[src/sv/crf_pkg.sv]
package crf_pkg;

    localparam int COLOR_W     = 24;
    localparam int COORD_W     = 12;
    localparam int CLIP_W      = 9;
    localparam int REG_W       = 9;
    localparam int APB_DATA_W  = 32;
    localparam int APB_ADDR_W  = 3;
    localparam int QUEUE_DEPTH = 4;
    localparam int QPTR_W      = $clog2(QUEUE_DEPTH);

    localparam logic [COLOR_W-1:0] COLOR_BLACK = 24'h000000;
    localparam logic [COLOR_W-1:0] COLOR_WHITE = 24'hFFFFFF;

    localparam logic REG_FRAME_WIDTH  = 1'b0;
    localparam logic REG_FRAME_HEIGHT = 1'b1;

    typedef enum logic [1:0] {
        MODE_PLAIN  = 2'd0,
        MODE_BORDER = 2'd1,
        MODE_READ   = 2'd2,
        MODE_UNUSED = 2'd3
    } t_mode;

    typedef enum logic {
        CMD_FILL = 1'b0,
        CMD_READ = 1'b1
    } t_cmd_kind;

    typedef struct packed {
        t_mode                      mode;
        logic signed [COORD_W-1:0]  x_a;
        logic signed [COORD_W-1:0]  y_a;
        logic signed [COORD_W-1:0]  x_b;
        logic signed [COORD_W-1:0]  y_b;
        logic [COLOR_W-1:0]         fill_color;
    } t_in_item;

    typedef struct packed {
        logic [COLOR_W-1:0] pixel_color;
        logic               read_valid;
    } t_out_item;

    typedef struct packed {
        logic [REG_W-1:0] width;
        logic [REG_W-1:0] height;
    } t_frame;

    typedef struct packed {
        logic              skip;
        logic [CLIP_W-1:0] x0;
        logic [CLIP_W-1:0] x1;
        logic [CLIP_W-1:0] y0;
        logic [CLIP_W-1:0] y1;
    } t_box;

    typedef struct packed {
        t_cmd_kind          kind;
        logic               last;
        t_box               box;
        logic [COLOR_W-1:0] color;
    } t_cmd;

    typedef struct packed {
        logic full;
        logic empty;
    } t_queue_status;

    function automatic t_box clip_box(
        input logic signed [COORD_W:0] l,
        input logic signed [COORD_W:0] t,
        input logic signed [COORD_W:0] r,
        input logic signed [COORD_W:0] b,
        input t_frame                  f
    );
        logic signed [COORD_W+1:0] wm1;
        logic signed [COORD_W+1:0] hm1;
        logic signed [COORD_W+1:0] el;
        logic signed [COORD_W+1:0] et;
        logic signed [COORD_W+1:0] er;
        logic signed [COORD_W+1:0] eb;
        logic signed [COORD_W+1:0] cl;
        logic signed [COORD_W+1:0] ct;
        logic signed [COORD_W+1:0] cr;
        logic signed [COORD_W+1:0] cb;
        t_box                      box;
        wm1 = $signed({5'b0, f.width}) - 14'sd1;
        hm1 = $signed({5'b0, f.height}) - 14'sd1;
        el  = $signed({l[COORD_W], l});
        et  = $signed({t[COORD_W], t});
        er  = $signed({r[COORD_W], r});
        eb  = $signed({b[COORD_W], b});
        cl  = (el < 14'sd0) ? 14'sd0 : el;
        ct  = (et < 14'sd0) ? 14'sd0 : et;
        cr  = (er > wm1) ? wm1 : er;
        cb  = (eb > hm1) ? hm1 : eb;
        box.skip = (cl > cr) || (ct > cb);
        box.x0   = cl[CLIP_W-1:0];
        box.x1   = cr[CLIP_W-1:0];
        box.y0   = ct[CLIP_W-1:0];
        box.y1   = cb[CLIP_W-1:0];
        return box;
    endfunction

endpackage

[src/sv/crf_queue.sv]
module crf_queue (
    input  logic          i_clk,
    input  logic          i_rst_n,
    input  logic          i_push,
    input  crf_pkg::t_cmd i_cmd,
    input  logic          i_pop,
    output crf_pkg::t_cmd o_cmd,
    output crf_pkg::t_queue_status o_status
);
    import crf_pkg::*;

    t_cmd              r_entry [QUEUE_DEPTH];
    logic [QPTR_W-1:0] r_wr_ptr;
    logic [QPTR_W-1:0] r_rd_ptr;
    logic [QPTR_W:0]   r_count;
    logic [QPTR_W-1:0] n_wr_ptr;
    logic [QPTR_W-1:0] n_rd_ptr;
    logic [QPTR_W:0]   n_count;
    logic              w_push;
    logic              w_pop;

    assign o_status.full  = (r_count == (QPTR_W+1)'(QUEUE_DEPTH));
    assign o_status.empty = (r_count == '0);
    assign w_push = i_push && !o_status.full;
    assign w_pop  = i_pop && !o_status.empty;
    assign o_cmd  = r_entry[r_rd_ptr];

    always_comb begin
        n_wr_ptr = w_push ? r_wr_ptr + 1'b1 : r_wr_ptr;
        n_rd_ptr = w_pop ? r_rd_ptr + 1'b1 : r_rd_ptr;
        n_count  = r_count;
        if (w_push && !w_pop) begin
            n_count = r_count + 1'b1;
        end else if (w_pop && !w_push) begin
            n_count = r_count - 1'b1;
        end
    end

    always_ff @(posedge i_clk) begin
        if (!i_rst_n) begin
            r_wr_ptr <= '0;
            r_rd_ptr <= '0;
            r_count  <= '0;
        end else begin
            r_wr_ptr <= n_wr_ptr;
            r_rd_ptr <= n_rd_ptr;
            r_count  <= n_count;
        end
    end

    always_ff @(posedge i_clk) begin
        if (w_push) begin
            r_entry[r_wr_ptr] <= i_cmd;
        end
    end

endmodule

[config.mk]
export PLATFORM = sky130hd
export DESIGN_NAME = crf_queue
export DESIGN_NICKNAME = d
export VERILOG_FILES = /design/src/sv/crf_pkg.sv /design/src/sv/crf_queue.sv
export SDC_FILE = /design/constraint.sdc
export NUM_CORES = 1
export LEC_CHECK = 0
export BUFFER_PORTS_ARGS = -buffer_cell sky130_fd_sc_hd__buf_2
export CAP_MARGIN = 5
export CORE_AREA = 2 2 159 161
export DETAILED_ROUTE_END_ITERATION = 8
export DIE_AREA = 0 0 161 163
export GPL_TIMING_DRIVEN = 0
export PLACE_DENSITY = 0.63
export SYNTH_ARGS = -nofsm -noshare
export SYNTH_HDL_FRONTEND = slang
export SYNTH_SLANG_ARGS = --single-unit
export TNS_END_PERCENT = 5
[constraint.sdc]
create_clock -name i_clk -period 3.3 [get_ports i_clk]
set_input_delay 0.33 -clock i_clk [delete_from_list [all_inputs] [get_ports i_clk]]
set_output_delay 0.33 -clock i_clk [all_outputs]
set_load 0.005 [all_outputs]
Word level (Yosys, flattened, before mapping)

Memory sizes are Yosys's and may differ from the RTL's. A register that Yosys moved wholly into a read port is not among the register bits.
Cells that the tools add are included.
W data, S select, Z words.

Bits in registers: 7
RAM bits: 252
Input bits: 67
Output and inout port bits: 65
Logic and storage cells: 25
Memories kept: 1

Add/subtract/negate cells: 4
Eq/ne operators: 1
Multiplexer cells: 6
Reductions and logical operators: 10

Memories:

| name    | words | bits a word | rd ports | clocked after Yosys merged registers in | wr ports | RTL line        | text |
|---|---|---|---|---|---|---|---|
| r_entry | 4     | 63          | 1        | 1                                       | 1        | crf_queue.sv:12 | `t_cmd r_entry [QUEUE_DEPTH];` |

Operators with widths:

| operator              | number |
|---|---|
| $mux W3               | 2 |
| $add A2 B1 Y2 const B | 2 |
| $logic_and A1 B1 Y1   | 4 |
| $logic_not A1 Y1      | 4 |
| $mux W2               | 2 |
| $add A3 B1 Y3 const B | 1 |
| $eq A3 B3 Y1 const B  | 1 |
| $logic_not A3 Y1      | 1 |
| $sub A3 B1 Y3 const B | 1 |
| $mux W1               | 2 |
| $reduce_bool A2 Y1    | 1 |

Depth between registers and ports, before layout

Word-level depth: 7
Mapped depth: 9
Depth with buffers taken out: 8

Worst setup path before layout

OpenSTA, ideal clock, no wires.

Path type: register to register
Start: register r_count[0]
End: memory r_entry[0][0] (netlist bit) (enable)
Library setup time: 0.428 ns
Arrival time: 2.308 ns
Data required time: 2.872 ns
Setup slack: 0.564 ns
Cell stages (with the launch flop): 5
Buffers on the path: 1
Period minus slack after synthesis: 2.736 ns
Path through: dfxtp_1 -> nor3b_2 -> nor2b_1 -> buf_2 -> and2_1

RTL lines:

| what                     | RTL line        | text |
|---|---|---|
| start: declaration       | crf_queue.sv:15 | `logic [QPTR_W:0] r_count;` |
| start signal: assignment | crf_queue.sv:47 | `r_count <= n_count;` |
| end: declaration         | crf_queue.sv:12 |  |

==> metrics.md <==
| Metric | Value |
|---|---|
| Core ar. | 24700 sq um |
| M1 GR Usage | 17.8% |
| Final period util | 69.6% |
| Detailed Place HPWL | 10.7 mm |
| Crit path max fanout | 10 |
| Post_cts resized | 0 |
| Num rows | 58 |
| RSZ-0062 raised after global routing | no |
| CP max stage cell | mux4_2 |
| Fraction of layout cells with a size suffix above 1 | a little over two fifths |
| Largest net degree at the start of global routing | 36 |
| Net Count, Synth | 450 |
| Cell area power density | 756 nW/um^2 |
| Number of max-cap violations | 0 |
| ANT cells | 0 |
| Seq/Total Area, Yosys | 80.4% |
| Setup Fix Bufs, Post-CTS | 0 |
| I/O Buffers | 130 |
| Total GRT Usage | 13.6% |
| Die W | 161 um |
| Num CTS Buffers | 27 |
| Worst-Skew Late Latency | 0.52 ns |
| CTS Sinks | between 200 and 300 |
| Number of DRC markers in iteration 0 | between 200 and 300 |
| Commonest non-fill, non-tap cell in the layout | edfxtp_1 |
| Placed inst area | 10800 sq um |
| Required @ worst endpoint | 2.97 ns |
| Cells after Synth | 377 |
| Arrival @ worst endpoint | 1.97 ns |
| Design area | 12000 sq um |
| Peak Freq | 435 MHz |
| Post-Syn Area | just under 10000 sq um |
| Antenna-violating nets left | 0 |
| Yosys reg bits | around 260 |
| DR WL/cell | approximately 19 um |
| I/O pin count | 132 |
| First-pass GRT wire length | 27.5 mm |
| Slew at the pin closest to its max-slew limit | 0.514 ns |
| Top delay family on crit path | buffers and inverters |
| Starting density of the core | 39.1% |
| Clock Pin Slew Worst Setup and Hold Paths | approximately 0.06 ns |
| Routability congestion estimate from global placement | 0.697 |
| Die Footprint | ~26000 sq um |
| CTS root buf | clkbuf_16 |
| Fin nets | 643 |
| Clock buffer depth | 3 |
| Die height | 163 um |
| Fin Clk Skew | 0.0110 ns |
| DR vias/cell | 4.87 |
| Area grow syn2layout | 24.2% |
| # setup viols final | 0 |
| Met3 usage | ~2.9% |
| Synth cell types | 24 |
| Met2 Resource Use GR | 23.5% |
| CP startpoint kind | register |
| Vias in the first global route | approximately 5000 |
| CP dominant cell by count | buf_2 |
| Synth Area per Inst | 25.6 sq um |
| Grt total ovfl | 0 |
| Final Hold Fails | 0 |
| CP Class | reg -> out |
| GRT Max-Usage Layer | met2 |
| Worst Setup End Kind | primary output |
| R2R Setup Slk | roughly 1.0 ns |
| Final wirelength | 17.5 mm |
| DR DRC count | 0 |
| Drt first pass iters | 4 |
| HP Class | in -> reg |
| Tmin final | 2.30 ns |
| Slew HR | 65.8% |
| Worst path cell trace | clkbuf_2 > buf_2 > mux4_2 > buf_2 |
| Setup TNS | 0 ns |
| Overall Power | 9.05 mW |
| Status | complete, no violations |
| H-Tree Depth | 1 |
| Initial antenna violation count | 1 |
| Maximum VDD drop | 0.000446 V |
| Yosys warning count | 0 |
| Cts hold-fix bufs | 26 |
| Worst path bufs/invs | 3 |
| Commonest cells after routing, fill and taps aside | 252 x edfxtp_1, 137 x buf_2, 63 x mux4_2, 30 x dlygate4sd3_1, 27 x clkbuf_16 |
| Vias | around 4500 |
| Max stage delay on crit path | 0.37 ns |
| Slew Viols, Final | 0 |
| CTS tree | yes |
| Final core occ | between 40% and 50% |
| Leak | 4.05 nW |
==> registers in the layout (all words and copies together), names as in the netlist, named ones only <==
register and cells:
r_rd_ptr 2, r_count 3, r_wr_ptr 2, r_entry 252
==> cell families (layout without fill, tap and decap cells) <==
kind of cell / Yosys count / after routing / share of synthesized area (%)
flip-flops: 261 / 261 / 80.4
multiplexers: 66 / 66 / 15.0
adder cells (fa/ha/maj): 6 / 6 / 0.857
AND/OR/NAND/NOR: 17 / 17 / 1.05
XOR/XNOR: 4 / 4 / 0.364
buffers and inverters: 19 / 232 / 1.93
AO/OA/AOI/OAI: 4 / 4 / 0.351
==> final cells by class <==
class                   instances  area, sq um
well taps                     330          413
multi-input cells              97         1710
repair buffers                164         1050
clock buffers                  29          683
inverters                       3         11.3
flip-flops and latches        261         7750
plain buffers                  16          175
fillers                      2061        12700
clock inverters                20          168
==> path summary, 6_finish.rpt <==
path / start / cells after the start / endpoint
worst min-delay path: i_cmd[14] / 1 / r_entry[2][14]$_DFFE_PP_
worst max-delay path: register / 4 / o_cmd[23]
worst max register to register: r_count[0]$_SDFFE_PN0P_ / 9 / r_count[2]$_SDFFE_PN0P_
worst min register to register: r_wr_ptr[0]$_SDFFE_PN0P_ / 2 / r_wr_ptr[0]$_SDFFE_PN0P_
==> through the flow <==
step | hold slack [ns] | cells | setup WS, ns
after CTS | 0.000137 | 916 | 0.913
after global placement | 0.476 | 837 | -0.707
final | 0.0267 | 920 | 1.00
after global routing | 0.000663 | 920 | 0.870
after detailed placement | 0.510 | 841 | 1.05
after floorplan | 0.429 | 377 | 0.564
==> report_power, final <==
| part | total (mW) | internal (mW) | switching, mW |
|---|---|---|---|
| clock network | 2.86 | 1.66 | 1.20 |
| logic | 2.06 | 1.12 | 0.936 |
| registers | 4.12 | 4.02 | 0.0999 |
==> layer usage <==
| metal | routed length (um) | share of wire, % | vias to the layer above |
|---|---|---|---|
| met3 | 1050 | 6.0 | 29 |
| met1 | 7240 | 41 | 2325 |
| met5 | 13 | 0.074 | - |
| li1 | - | - | 1994 |
| met4 | 259 | 1.5 | 2 |
| met2 | 8990 | 51 | 126 |
==> cell usage after synthesis, drive strengths merged <==
| master | instances | area [sq um] |
|---|---|---|
| o311ai | 1 | 8.76 |
| buf | 14 | 166 |
| nand2 | 4 | 15.0 |
| or3 | 1 | 6.26 |
| fa | 1 | 20.0 |
| xor2 | 1 | 8.76 |
| mux4 | 63 | 1420 |
| a21boi | 1 | 7.51 |
| nor3 | 1 | 5.00 |
| o31ai | 1 | 12.5 |
| edfxtp | 252 | 7570 |
| xnor2 | 3 | 26.3 |
| nor3b | 1 | 12.5 |
| dfxtp | 9 | 180 |
| o21ai | 1 | 5.00 |
| clkbuf | 2 | 8.75 |
| inv | 3 | 11.3 |
| mux2i | 3 | 30.0 |
| and2 | 8 | 50.1 |
| ha | 5 | 62.6 |
| nor2b | 2 | 12.5 |
(Power assumes the default switching activity.)
