--- src/sv/crf_pkg.sv ---
package crf_pkg;

    localparam int COLOR_W     = 24;
    localparam int COORD_W     = 12;
    localparam int CLIP_W      = 9;
    localparam int REG_W       = 9;
    localparam int APB_DATA_W  = 32;
    localparam int APB_ADDR_W  = 3;
    localparam int QUEUE_DEPTH = 4;
    localparam int QPTR_W      = $clog2(QUEUE_DEPTH);

    localparam logic [COLOR_W-1:0] COLOR_BLACK = 24'h000000;
    localparam logic [COLOR_W-1:0] COLOR_WHITE = 24'hFFFFFF;

    localparam logic REG_FRAME_WIDTH  = 1'b0;
    localparam logic REG_FRAME_HEIGHT = 1'b1;

    typedef enum logic [1:0] {
        MODE_PLAIN  = 2'd0,
        MODE_BORDER = 2'd1,
        MODE_READ   = 2'd2,
        MODE_UNUSED = 2'd3
    } t_mode;

    typedef enum logic {
        CMD_FILL = 1'b0,
        CMD_READ = 1'b1
    } t_cmd_kind;

    typedef struct packed {
        t_mode                      mode;
        logic signed [COORD_W-1:0]  x_a;
        logic signed [COORD_W-1:0]  y_a;
        logic signed [COORD_W-1:0]  x_b;
        logic signed [COORD_W-1:0]  y_b;
        logic [COLOR_W-1:0]         fill_color;
    } t_in_item;

    typedef struct packed {
        logic [COLOR_W-1:0] pixel_color;
        logic               read_valid;
    } t_out_item;

    typedef struct packed {
        logic [REG_W-1:0] width;
        logic [REG_W-1:0] height;
    } t_frame;

    typedef struct packed {
        logic              skip;
        logic [CLIP_W-1:0] x0;
        logic [CLIP_W-1:0] x1;
        logic [CLIP_W-1:0] y0;
        logic [CLIP_W-1:0] y1;
    } t_box;

    typedef struct packed {
        t_cmd_kind          kind;
        logic               last;
        t_box               box;
        logic [COLOR_W-1:0] color;
    } t_cmd;

    typedef struct packed {
        logic full;
        logic empty;
    } t_queue_status;

    function automatic t_box clip_box(
        input logic signed [COORD_W:0] l,
        input logic signed [COORD_W:0] t,
        input logic signed [COORD_W:0] r,
        input logic signed [COORD_W:0] b,
        input t_frame                  f
    );
        logic signed [COORD_W+1:0] wm1;
        logic signed [COORD_W+1:0] hm1;
        logic signed [COORD_W+1:0] el;
        logic signed [COORD_W+1:0] et;
        logic signed [COORD_W+1:0] er;
        logic signed [COORD_W+1:0] eb;
        logic signed [COORD_W+1:0] cl;
        logic signed [COORD_W+1:0] ct;
        logic signed [COORD_W+1:0] cr;
        logic signed [COORD_W+1:0] cb;
        t_box                      box;
        wm1 = $signed({5'b0, f.width}) - 14'sd1;
        hm1 = $signed({5'b0, f.height}) - 14'sd1;
        el  = $signed({l[COORD_W], l});
        et  = $signed({t[COORD_W], t});
        er  = $signed({r[COORD_W], r});
        eb  = $signed({b[COORD_W], b});
        cl  = (el < 14'sd0) ? 14'sd0 : el;
        ct  = (et < 14'sd0) ? 14'sd0 : et;
        cr  = (er > wm1) ? wm1 : er;
        cb  = (eb > hm1) ? hm1 : eb;
        box.skip = (cl > cr) || (ct > cb);
        box.x0   = cl[CLIP_W-1:0];
        box.x1   = cr[CLIP_W-1:0];
        box.y0   = ct[CLIP_W-1:0];
        box.y1   = cb[CLIP_W-1:0];
        return box;
    endfunction

endpackage

--- src/sv/crf_front.sv ---
module crf_front (
    input  logic              i_clk,
    input  logic              i_rst_n,
    input  logic              i_in_valid,
    input  logic              i_block,
    input  crf_pkg::t_in_item i_in_item,
    output logic              o_in_stall,
    input  crf_pkg::t_frame   i_frame,
    input  logic              i_queue_full,
    output logic              o_push,
    output crf_pkg::t_cmd     o_cmd
);
    import crf_pkg::*;

    t_in_item                  r_item;
    logic signed [COORD_W-1:0] r_left;
    logic signed [COORD_W-1:0] r_right;
    logic signed [COORD_W-1:0] r_top;
    logic signed [COORD_W-1:0] r_bottom;
    logic                      r_busy;
    logic                      r_phase;
    logic                      n_busy;
    logic                      n_phase;
    logic                      w_accept;
    logic                      w_in_frame;
    logic signed [COORD_W:0]   w_l;
    logic signed [COORD_W:0]   w_t;
    logic signed [COORD_W:0]   w_r;
    logic signed [COORD_W:0]   w_b;

    assign o_in_stall = r_busy || i_block;
    assign w_accept   = i_in_valid && !o_in_stall;
    assign o_push     = r_busy && !i_queue_full;

    assign w_l = $signed({r_left[COORD_W-1], r_left});
    assign w_t = $signed({r_top[COORD_W-1], r_top});
    assign w_r = $signed({r_right[COORD_W-1], r_right});
    assign w_b = $signed({r_bottom[COORD_W-1], r_bottom});

    assign w_in_frame = !r_item.x_a[COORD_W-1] && !r_item.y_a[COORD_W-1]
        && (r_item.x_a[COORD_W-2:0] < (COORD_W-1)'(i_frame.width))
        && (r_item.y_a[COORD_W-2:0] < (COORD_W-1)'(i_frame.height));

    always_comb begin
        o_cmd.kind  = CMD_FILL;
        o_cmd.last  = 1'b1;
        o_cmd.color = r_item.fill_color;
        o_cmd.box   = clip_box(w_l, w_t, w_r, w_b, i_frame);
        unique case (r_item.mode)
            MODE_PLAIN: begin
            end
            MODE_BORDER: begin
                if (!r_phase) begin
                    o_cmd.last  = 1'b0;
                    o_cmd.color = COLOR_BLACK;
                    o_cmd.box   = clip_box(w_l - 13'sd1, w_t - 13'sd1,
                                           w_r + 13'sd1, w_b + 13'sd1, i_frame);
                end
            end
            MODE_READ: begin
                o_cmd.kind     = CMD_READ;
                o_cmd.box.skip = !w_in_frame;
                o_cmd.box.x0   = r_item.x_a[CLIP_W-1:0];
                o_cmd.box.y0   = r_item.y_a[CLIP_W-1:0];
            end
            default: begin
                o_cmd.kind     = CMD_READ;
                o_cmd.box.skip = 1'b1;
            end
        endcase
    end

    always_comb begin
        n_busy  = r_busy;
        n_phase = r_phase;
        if (w_accept) begin
            n_busy  = 1'b1;
            n_phase = 1'b0;
        end else if (o_push) begin
            if (r_item.mode == MODE_BORDER && !r_phase) begin
                n_phase = 1'b1;
            end else begin
                n_busy  = 1'b0;
                n_phase = 1'b0;
            end
        end
    end

    always_ff @(posedge i_clk) begin
        if (!i_rst_n) begin
            r_busy  <= 1'b0;
            r_phase <= 1'b0;
        end else begin
            r_busy  <= n_busy;
            r_phase <= n_phase;
        end
    end

    always_ff @(posedge i_clk) begin
        if (w_accept) begin
            r_item   <= i_in_item;
            r_left   <= (i_in_item.x_a < i_in_item.x_b) ? i_in_item.x_a : i_in_item.x_b;
            r_right  <= (i_in_item.x_a < i_in_item.x_b) ? i_in_item.x_b : i_in_item.x_a;
            r_top    <= (i_in_item.y_a < i_in_item.y_b) ? i_in_item.y_a : i_in_item.y_b;
            r_bottom <= (i_in_item.y_a < i_in_item.y_b) ? i_in_item.y_b : i_in_item.y_a;
        end
    end

endmodule

--- config.mk ---
export PLATFORM = sky130hd
export DESIGN_NAME = crf_front
export DESIGN_NICKNAME = d
export VERILOG_FILES = /design/src/sv/crf_pkg.sv /design/src/sv/crf_front.sv
export SDC_FILE = /design/constraint.sdc
export NUM_CORES = 1
export LEC_CHECK = 0
export BUFFER_PORTS_ARGS = -buffer_cell sky130_fd_sc_hd__buf_2
export CORE_MARGIN = 2
export CORE_UTILIZATION = 40
export DETAILED_ROUTE_END_ITERATION = 8
export SYNTH_ARGS = -nofsm -noshare
export SYNTH_HDL_FRONTEND = slang
export SYNTH_SLANG_ARGS = --single-unit
--- constraint.sdc ---
create_clock -name i_clk -period 7.8 [get_ports i_clk]
set_clock_uncertainty 0.2 [all_clocks]
set_input_delay 1.17 -clock i_clk [delete_from_list [all_inputs] [get_ports i_clk]]
set_output_delay 1.17 -clock i_clk [all_outputs]
set_load 0.1 [all_outputs]
---- Word-level counts from Yosys, hierarchy flattened ----
Cells that the tools add are included.
storage, ports and cells
  flip-flop bits (word level) ............. 100
  input port bits ......................... 97
operators by class
  $add $sub $neg .......................... 6
  magnitude comparators ................... 16
  equality and inequality tests ........... 3
  muxes and demuxes ....................... 24
  bitwise gates (word level) .............. 1
  reduce and logical (&&, ||, !) cells .... 20
operators by type and width
  operator                 number
  $mux W14                 8
  $mux W62                 1
  $gt A14 B14 Y1           4
  $mux W12                 4
  $pmux W9 S2              2
  $mux W33                 1
  $add A12 B2 Y13 const B  2
  $gt A13 B10 Y1           2
  $lt A13 B1 Y1 const B    2
  $sub A12 B2 Y13 const B  2
  $gt A12 B10 Y1           2
  $lt A12 B1 Y1 const B    2
  $lt A12 B12 Y1           2
  $lt A11 B9 Y1            2
  $sub A9 B1 Y10 const B   2
  $mux W9                  1
  $logic_and A1 B1 Y1      6
  $logic_not A1 Y1         6
  $mux W1                  6
  $reduce_or A2 Y1         2
  $logic_or A1 B1 Y1       3
  $pmux W1 S3              1
  $eq A2 B1 Y1 const B     1
  $eq A2 B2 Y1 const B     1
  5 further kinds          5

---- Depth between registers and ports, before layout ----
Gate-level depths: netlist of run 1.
  depth after elaboration ................. 7
  mapped depth ............................ 27
  gate-level depth less buffers ........... 26

---- Least setup slack after synthesis of run 1 ----
OpenSTA, ideal clock, no wires.
  kind .................................... input port to output port
  start point ............................. input i_frame[10] (netlist bit)
  end point ............................... output o_cmd[60] (netlist bit)
  data arrival time ....................... 7,290 ps
  path slack .............................. -860 ps
  cell stages on the path ................. 23
  buffers on the path ..................... 2
  cells stage by stage .................... or3_1 > or3_4 > or3_1 > clkbuf_1 > ha_1 > a21o_1 > a21oi_1 > o221a_2 > a32oi_1 > o21ai_2 > clkbuf_1 > a21oi_1 > ha_1 > nor2b_1 > o21ai_0 > nand2b_1 > a2111oi_0 > or4_1 > a31oi_1 > or3b_2 > a211o_1 > o41ai_1 > o22ai_1
RTL lines
  item                RTL line         text
  start: declaration  crf_front.sv:8   input crf_pkg::t_frame i_frame,
  end: declaration    crf_front.sv:11  output crf_pkg::t_cmd o_cmd

==> flow_metrics.py, run 1 <==
metrics = {
    "synthesis": {
        "syn_nets": 1371,
        "synth.top_cell.area_share_pct": 28.2,
        "synth_edf_count": 98,
        "ys_ff_latch": 100,
        "yosysTopAreaCell": "edfxtp_1",
        "synthTopCellsByArea": "edfxtp_1 28%, ha_1 15%, nor2b_1 4.3%",
        "ys_types": 80,
        "synthCells": 1146,
        "async_reset_ff_share_pct": 0,
        "synth_warnings": 0,
        "avgSynthCellArea_sq_um": 9.12,
        "ys_seq_area_share_pct": 28.6,
        "synth-main-ff-cell": "edfxtp_1",
        "syn-cell-area_sq_um": 10400,
    },
    "timing": {
        "rsz0062_at_grt": "true",
        "setup-violations-final": 1,
        "tns_ns": -0.161,
        "fmax_mhz": 126,
        "hold_viol": 0,
        "fin_crit_sh_pct": 102,
        "relSlewSlack_pct": 27.0,
        "period_minus_slack_ns": 7.96,
        "whs_ns": 0.396,
        "setup_slack_ns": -0.161,
        "slew_violations": 0,
        "tightest_slew_ns": 1.09,
    },
    "layout": {
        "fillers": 2495,
        "fin_area_sq_um": 12700,
        "layout_common_cells": "160 x buf_2, 127 x ha_1, 107 x buf_4",
        "finalNonFillerCells": 1716,
        "area_growth_pct": 21.8,
        "drive_gt1_share_pct": 25.8,
        "final_common_cell": "buf_2",
        "nNetsFinal": 1600,
    },
    "floorplan": {
        "dieArea_sq_um": 27400,
        "ios": 162,
        "die_w_microns": 166,
        "die_h_microns": 166,
        "start_util_pct": 40.4,
        "coreArea_sq_um": 25800,
        "rows": 59,
    },
    "critical_path": {
        "cp_data_arrival_time_ns": 6.59,
        "path_class": "input pin to primary output",
        "r2r_slack_ns": 5.11,
        "critPathRequiredTime_ns": 6.43,
        "crit_end": "o_cmd[60]",
        "r2r_start": "r_item[73]",
        "crit_path_start_kind": "input pin",
        "r2r_end": "r_phase",
        "critPathMaxFanout": 9,
        "endpoint_kind": "primary output",
        "rr_worst_depth": 5,
        "crit_start": "i_frame[10]",
    },
    "clocking": {
        "hold_buffers": 0,
        "htreeDepth": 3,
        "numCtsBuffers": 9,
        "path_clk_slew_ns": 0.07,
        "cts_sinks": 100,
        "clk_latency_ns": 0.34,
        "clock_path_buffers": 2,
        "cts_tree": "yes",
        "cts_root_buf": "clkbuf_16",
    },
    "run_status": {
        "outcome": "finished, violations left",
        "violations": "setup timing",
    },
    "run": {
        "drv_cap": 0,
    },
    "power": {
        "p_total_uw": 2020,
        "power.leakage_uw": 0.00560,
        "peakVddDrop_uv": 179,
        "p_per_area_nw_per_um2": 158,
    },
    "global_routing": {
        "grt_pass1_wl_mm": 50.2,
        "first_global_vias": 9416,
        "overflow": 0,
        "antenna_found_initial": 1,
        "grt_usage_pct": 22.7,
        "grt_max_degree": 84,
    },
    "placed_design": {
        "globalplace.congestion": 0.918,
        "post-place-cells": 1698,
        "post_dp_cell_area_sq_um": 12300,
        "numPortBuffers": 161,
        "hpwl_mm": 26.2,
    },
    "route": {
        "ant_nets": 0,
        "postRouteWirelength_mm": 32.0,
        "dr.pass1.iters": 5,
        "routed_via_density": 5.64,
        "wl_per_cell_microns": 18.6,
        "drc_errors": 0,
        "vias": 9680,
        "drt_iter0_markers": 838,
    },
    "hold_path": {
        "holdCritPathClass": "flip-flop to flip-flop",
    },
}
state kept, by name, indices dropped and copies added, names as in the netlist:
register	cells
r_top	12
r_left	12
r_phase	1
r_item	50
r_right	12
r_bottom	12
r_busy	1
logic make-up after synthesis:
group	Yosys count	share of synthesized area [%]
AND/OR/NAND/NOR	390	20.0
AO/OA/AOI/OAI	284	19.2
adder cells (fa/ha/maj)	129	15.4
buffers and inverters	120	4.50
flip-flops	100	28.6
multiplexers	68	6.83
XOR/XNOR	55	5.45
final cells by class:
type | instances | area [sq um] | share of cell area, %
diodes | 1 | 2.50 | 0.0197
clock buffers | 10 | 229 | 1.80
clock inverters | 6 | 72.6 | 0.570
inverters | 69 | 259 | 2.04
multi-input cells | 926 | 7130 | 56.0
flip-flops and latches | 100 | 2980 | 23.4
well taps | 335 | 419 | 3.29
repair buffers | 269 | 1630 | 12.8
report_power, final:
part / leakage (uW) / switching, uW / internal [uW]
logic: 0.00453 / 583 / 315
clock network: 0.000137 / 196 / 252
registers: 0.000932 / 37.6 / 632
layer usage:
layer / share of wire (%) / routed length [microns] / GRT usage, %
met5: 0 / 0 / 0
met4: 2.2 / 691 / 6.35
met3: 4.8 / 1530 / 2.05
met2: 46 / 14800 / 37.8
met1: 47 / 15000 / 31.6
what timing repair did:
action	in CTS	in global routing
pin swaps	4	1
gates resized for setup	19	1
setup buffers	1	0
setup endpoints to repair	1	1
cloned	0	0
worst min path at each step:
| stage | startpoint | endpoint | slack [ns] | cells past startpoint |
|---|---|---|---|---|
| 5_1_grt | r_busy | r_busy | 0.42 | 2 |
| 4_1_cts | r_busy | r_busy | 0.39 | 2 |
| 3_3_place_gp | r_busy | r_busy | 0.37 | 2 |
| 2_1_floorplan | r_busy | r_busy | 0.34 | 2 |
| 6_report | r_busy | r_busy | 0.40 | 2 |
| 3_5_place_dp | r_busy | r_busy | 0.38 | 2 |
Yosys cell counts, drive strengths merged (12+ instances only):
master	number
nand3	40
nor2b	71
nand2b	17
o21a	13
edfxtp	98
mux2i	42
inv	69
a22o	16
ha	128
a21o	30
o211ai	27
nand4	18
nor2	68
mux2	26
a221o	19
nor3	28
clkbuf	41
o21ai	59
xnor2	38
nor3b	16
a21oi	54
xor2	12
nand2	77
critical path, cell delays in order:
cell	delay [ns]
buf_2	0.10
or3_1	0.39
or3_4	0.38
or3_4	0.38
buf_4	0.20
ha_1	0.31
and4_1	0.22
and3_1	0.18
and4_1	0.26
a21o_1	0.24
a211o_1	0.34
buf_6	0.16
nand2_1	0.06
o21ai_1	0.09
ha_1	0.31
and3_1	0.16
nand3_1	0.10
a21oi_1	0.05
a221o_1	0.36
a21oi_1	0.15
o2111ai_1	0.13
a211o_1	0.28
a211oi_2	0.26
o22ai_4	0.12
buf_8	0.19
through the flow:
stage                     setup WS, ns  utilization [%]
after floorplan                 -0.138                -
after global placement          -0.393             47.7
after detailed placement        -0.506             47.7
after CTS                       -0.144             49.2
after global routing            -0.422             49.2
final                           -0.161             49.2
No activity file was read; power rests on OpenSTA's default activity.
==> inputs of run 2 (changes only) <==
- ABC_AREA: unset -> 1
==> flow_metrics.py, run 2 <==
metrics = {
    "placed_design": {
        "numPortBuffers": 161,
        "hpwl_mm": 25.3,
        "globalplace.congestion": 0.933,
        "dp_slack_ns": 0.651,
    },
    "synthesis": {
        "syn_nets": 1622,
        "yosysMostFrequentCell": "nand2_1",
        "avgSynthCellArea_sq_um": 7.19,
        "ys_ff_latch": 100,
        "synth_warnings": 0,
        "ys_seq_area_share_pct": 29.7,
        "synth-main-ff-cell": "edfxtp_1",
        "async_reset_ff_share_pct": 0,
        "ys_types": 45,
        "syn-cell-area_sq_um": 10000,
        "synthCells": 1397,
        "synth_edf_count": 98,
        "yosysTopAreaCell": "edfxtp_1",
        "ys_top_cells_by_count": "288 x nand2_1, 232 x inv_1, 149 x nor2_1, 128 x ha_1, 107 x a21oi_1",
        "synthTopCellsByArea": "edfxtp_1 29%, ha_1 16%, nand2_1 11%",
        "synth.top_cell.area_share_pct": 29.3,
    },
    "layout": {
        "final_common_cell": "nand2_1",
        "layout_common_cells": "288 x nand2_1, 231 x inv_1, 161 x buf_2",
        "drive_gt1_share_pct": 15.7,
        "nNetsFinal": 1770,
        "largest_reg_flops": 50,
        "area_growth_pct": 14.3,
        "n_antenna_cell": 0,
        "regMostFlops": "r_item",
    },
    "run": {
        "drv_cap": 0,
    },
    "critical_path": {
        "critPathRequiredTime_ns": 6.43,
        "endpoint_kind": "primary output",
        "cp_data_arrival_time_ns": 5.81,
        "critPathMaxFanout": 13,
        "path_class": "input pin to primary output",
        "crit_path_start_kind": "input pin",
    },
    "clocking": {
        "hold_buffers": 0,
        "cts_tree": "yes",
        "numCtsBuffers": 9,
        "clk_latency_ns": 0.33,
        "clock_path_buffers": 2,
        "post_cts_buffers": 0,
        "htreeDepth": 3,
        "path_clk_slew_ns": 0.06,
        "cts_root_buf": "clkbuf_16",
        "cts_sinks": 100,
        "ctsResizeCount": 0,
    },
    "run_status": {
        "outcome": "finished, final reports clean",
    },
    "floorplan": {
        "die_w_microns": 162,
        "die_h_microns": 162,
        "ios": 162,
        "coreArea_sq_um": 24500,
        "dieArea_sq_um": 26400,
        "rows": 57,
        "start_util_pct": 41.1,
    },
    "timing": {
        "setup_slack_ns": 0.619,
        "rsz0062_at_grt": "false",
        "relSlewSlack_pct": 36.0,
        "setup-violations-final": 0,
        "hold_viol": 0,
        "period_minus_slack_ns": 7.18,
        "fmax_mhz": 139,
        "fin_crit_sh_pct": 92.1,
        "tightest_slew_ns": 0.954,
        "slew_violations": 0,
        "tns_ns": 0,
    },
    "route": {
        "postRouteWirelength_mm": 30.0,
        "dr.pass1.iters": 7,
        "routed_via_density": 5.06,
        "ant_nets": 0,
        "wl_per_cell_microns": 16.0,
        "vias": 9486,
        "drt_iter0_markers": 780,
        "drc_errors": 0,
    },
    "power": {
        "power.leakage_uw": 0.00581,
        "peakVddDrop_uv": 155,
        "p_per_area_nw_per_um2": 172,
    },
    "global_routing": {
        "grt_pass1_wl_mm": 47.3,
        "grt_max_degree": 76,
        "first_global_vias": 8955,
        "grt_usage_pct": 23.0,
        "antenna_found_initial": 0,
        "overflow": 0,
    },
    "hold_path": {
        "holdCritPathClass": "flip-flop to flip-flop",
    },
}
[run 2: final cells by class]
| class | count | area, sq um |
|---|---|---|
| fillers | 2488 | 13000 |
| multi-input cells | 1022 | 6000 |
| flip-flops and latches | 100 | 2980 |
| inverters | 244 | 920 |
| repair buffers | 168 | 858 |
| well taps | 324 | 405 |
| clock buffers | 9 | 225 |
| clock inverters | 6 | 88.8 |
[run 2: path summary, 6_finish.rpt]
| check | start | end | slack (ns) | cells after the start |
|---|---|---|---|---|
| max | i_frame[7] | o_cmd[60] | 0.62 | 28 |
| min | r_busy | r_busy | 0.27 | 2 |
| max reg2reg | r_item[73] | r_phase | 5.47 | 8 |
| min reg2reg | r_busy | r_busy | 0.27 | 2 |
[run 2: critical path: stages]
cell and delay (ns):
buf_2 0.11, inv_1 0.15, nand2_1 0.09, nor2_1 0.17, nand3_1 0.36, ha_1 0.50
nand3_1 0.11, inv_1 0.07, nand3_1 0.09, nor2_1 0.14, nand3_1 0.11, nand4_1 0.14
nand3_2 0.27, nand2_1 0.12, a21boi_0 0.33, inv_1 0.10, ha_1 0.31, nand3_1 0.10
o221ai_1 0.18, nand2_1 0.06, a21boi_0 0.17, o22ai_1 0.11, o21ai_0 0.09, inv_1 0.07
nand3_1 0.08, a21oi_1 0.07, nand2_1 0.10, buf_2 0.43
[run 2: power by group]
part | leakage, uW | switching [uW] | internal, uW | total [uW]
Sequential | 0.000931 | 35.9 | 638 | 674
Clock | 0.000148 | 187 | 280 | 467
Combinational | 0.00474 | 619 | 213 | 832
Total | 0.00581 | 842 | 1130 | 1970
[run 2: cell families (layout without fill, tap and decap cells)]
kind of cell / count (synthesis) / in the layout / synth area share, %
compound gates: 298 / 298 / 17.1
flops: 100 / 100 / 29.7
simple gates: 572 / 572 / 24.5
buf+inv: 275 / 427 / 10.7
xor+xnor: 24 / 24 / 2.09
fa+ha+maj: 128 / 128 / 15.9
[run 2: metrics by stage]
step	power [uW]	instances	cell area (sq um)	hold WS (ns)	util (%)
after floorplan	1310	1397	10000	0.236	-
after global placement	1500	1858	11200	0.248	45.6
after detailed placement	1510	1858	11200	0.261	45.6
after CTS	1980	1873	11500	0.271	46.9
after global routing	2100	1873	11500	0.312	46.9
final	1970	1873	11500	0.272	46.9
[run 2: routing by layer]
layer | vias up | share of wire (%) | GRT usage (%)
met1 | 4199 | 48 | 33.5
met3 | 36 | 7.1 | 3.21
met4 | 0 | 1.7 | 6.07
li1 | 4957 | - | -
met2 | 294 | 43 | 36.0
met5 | - | 0 | 0
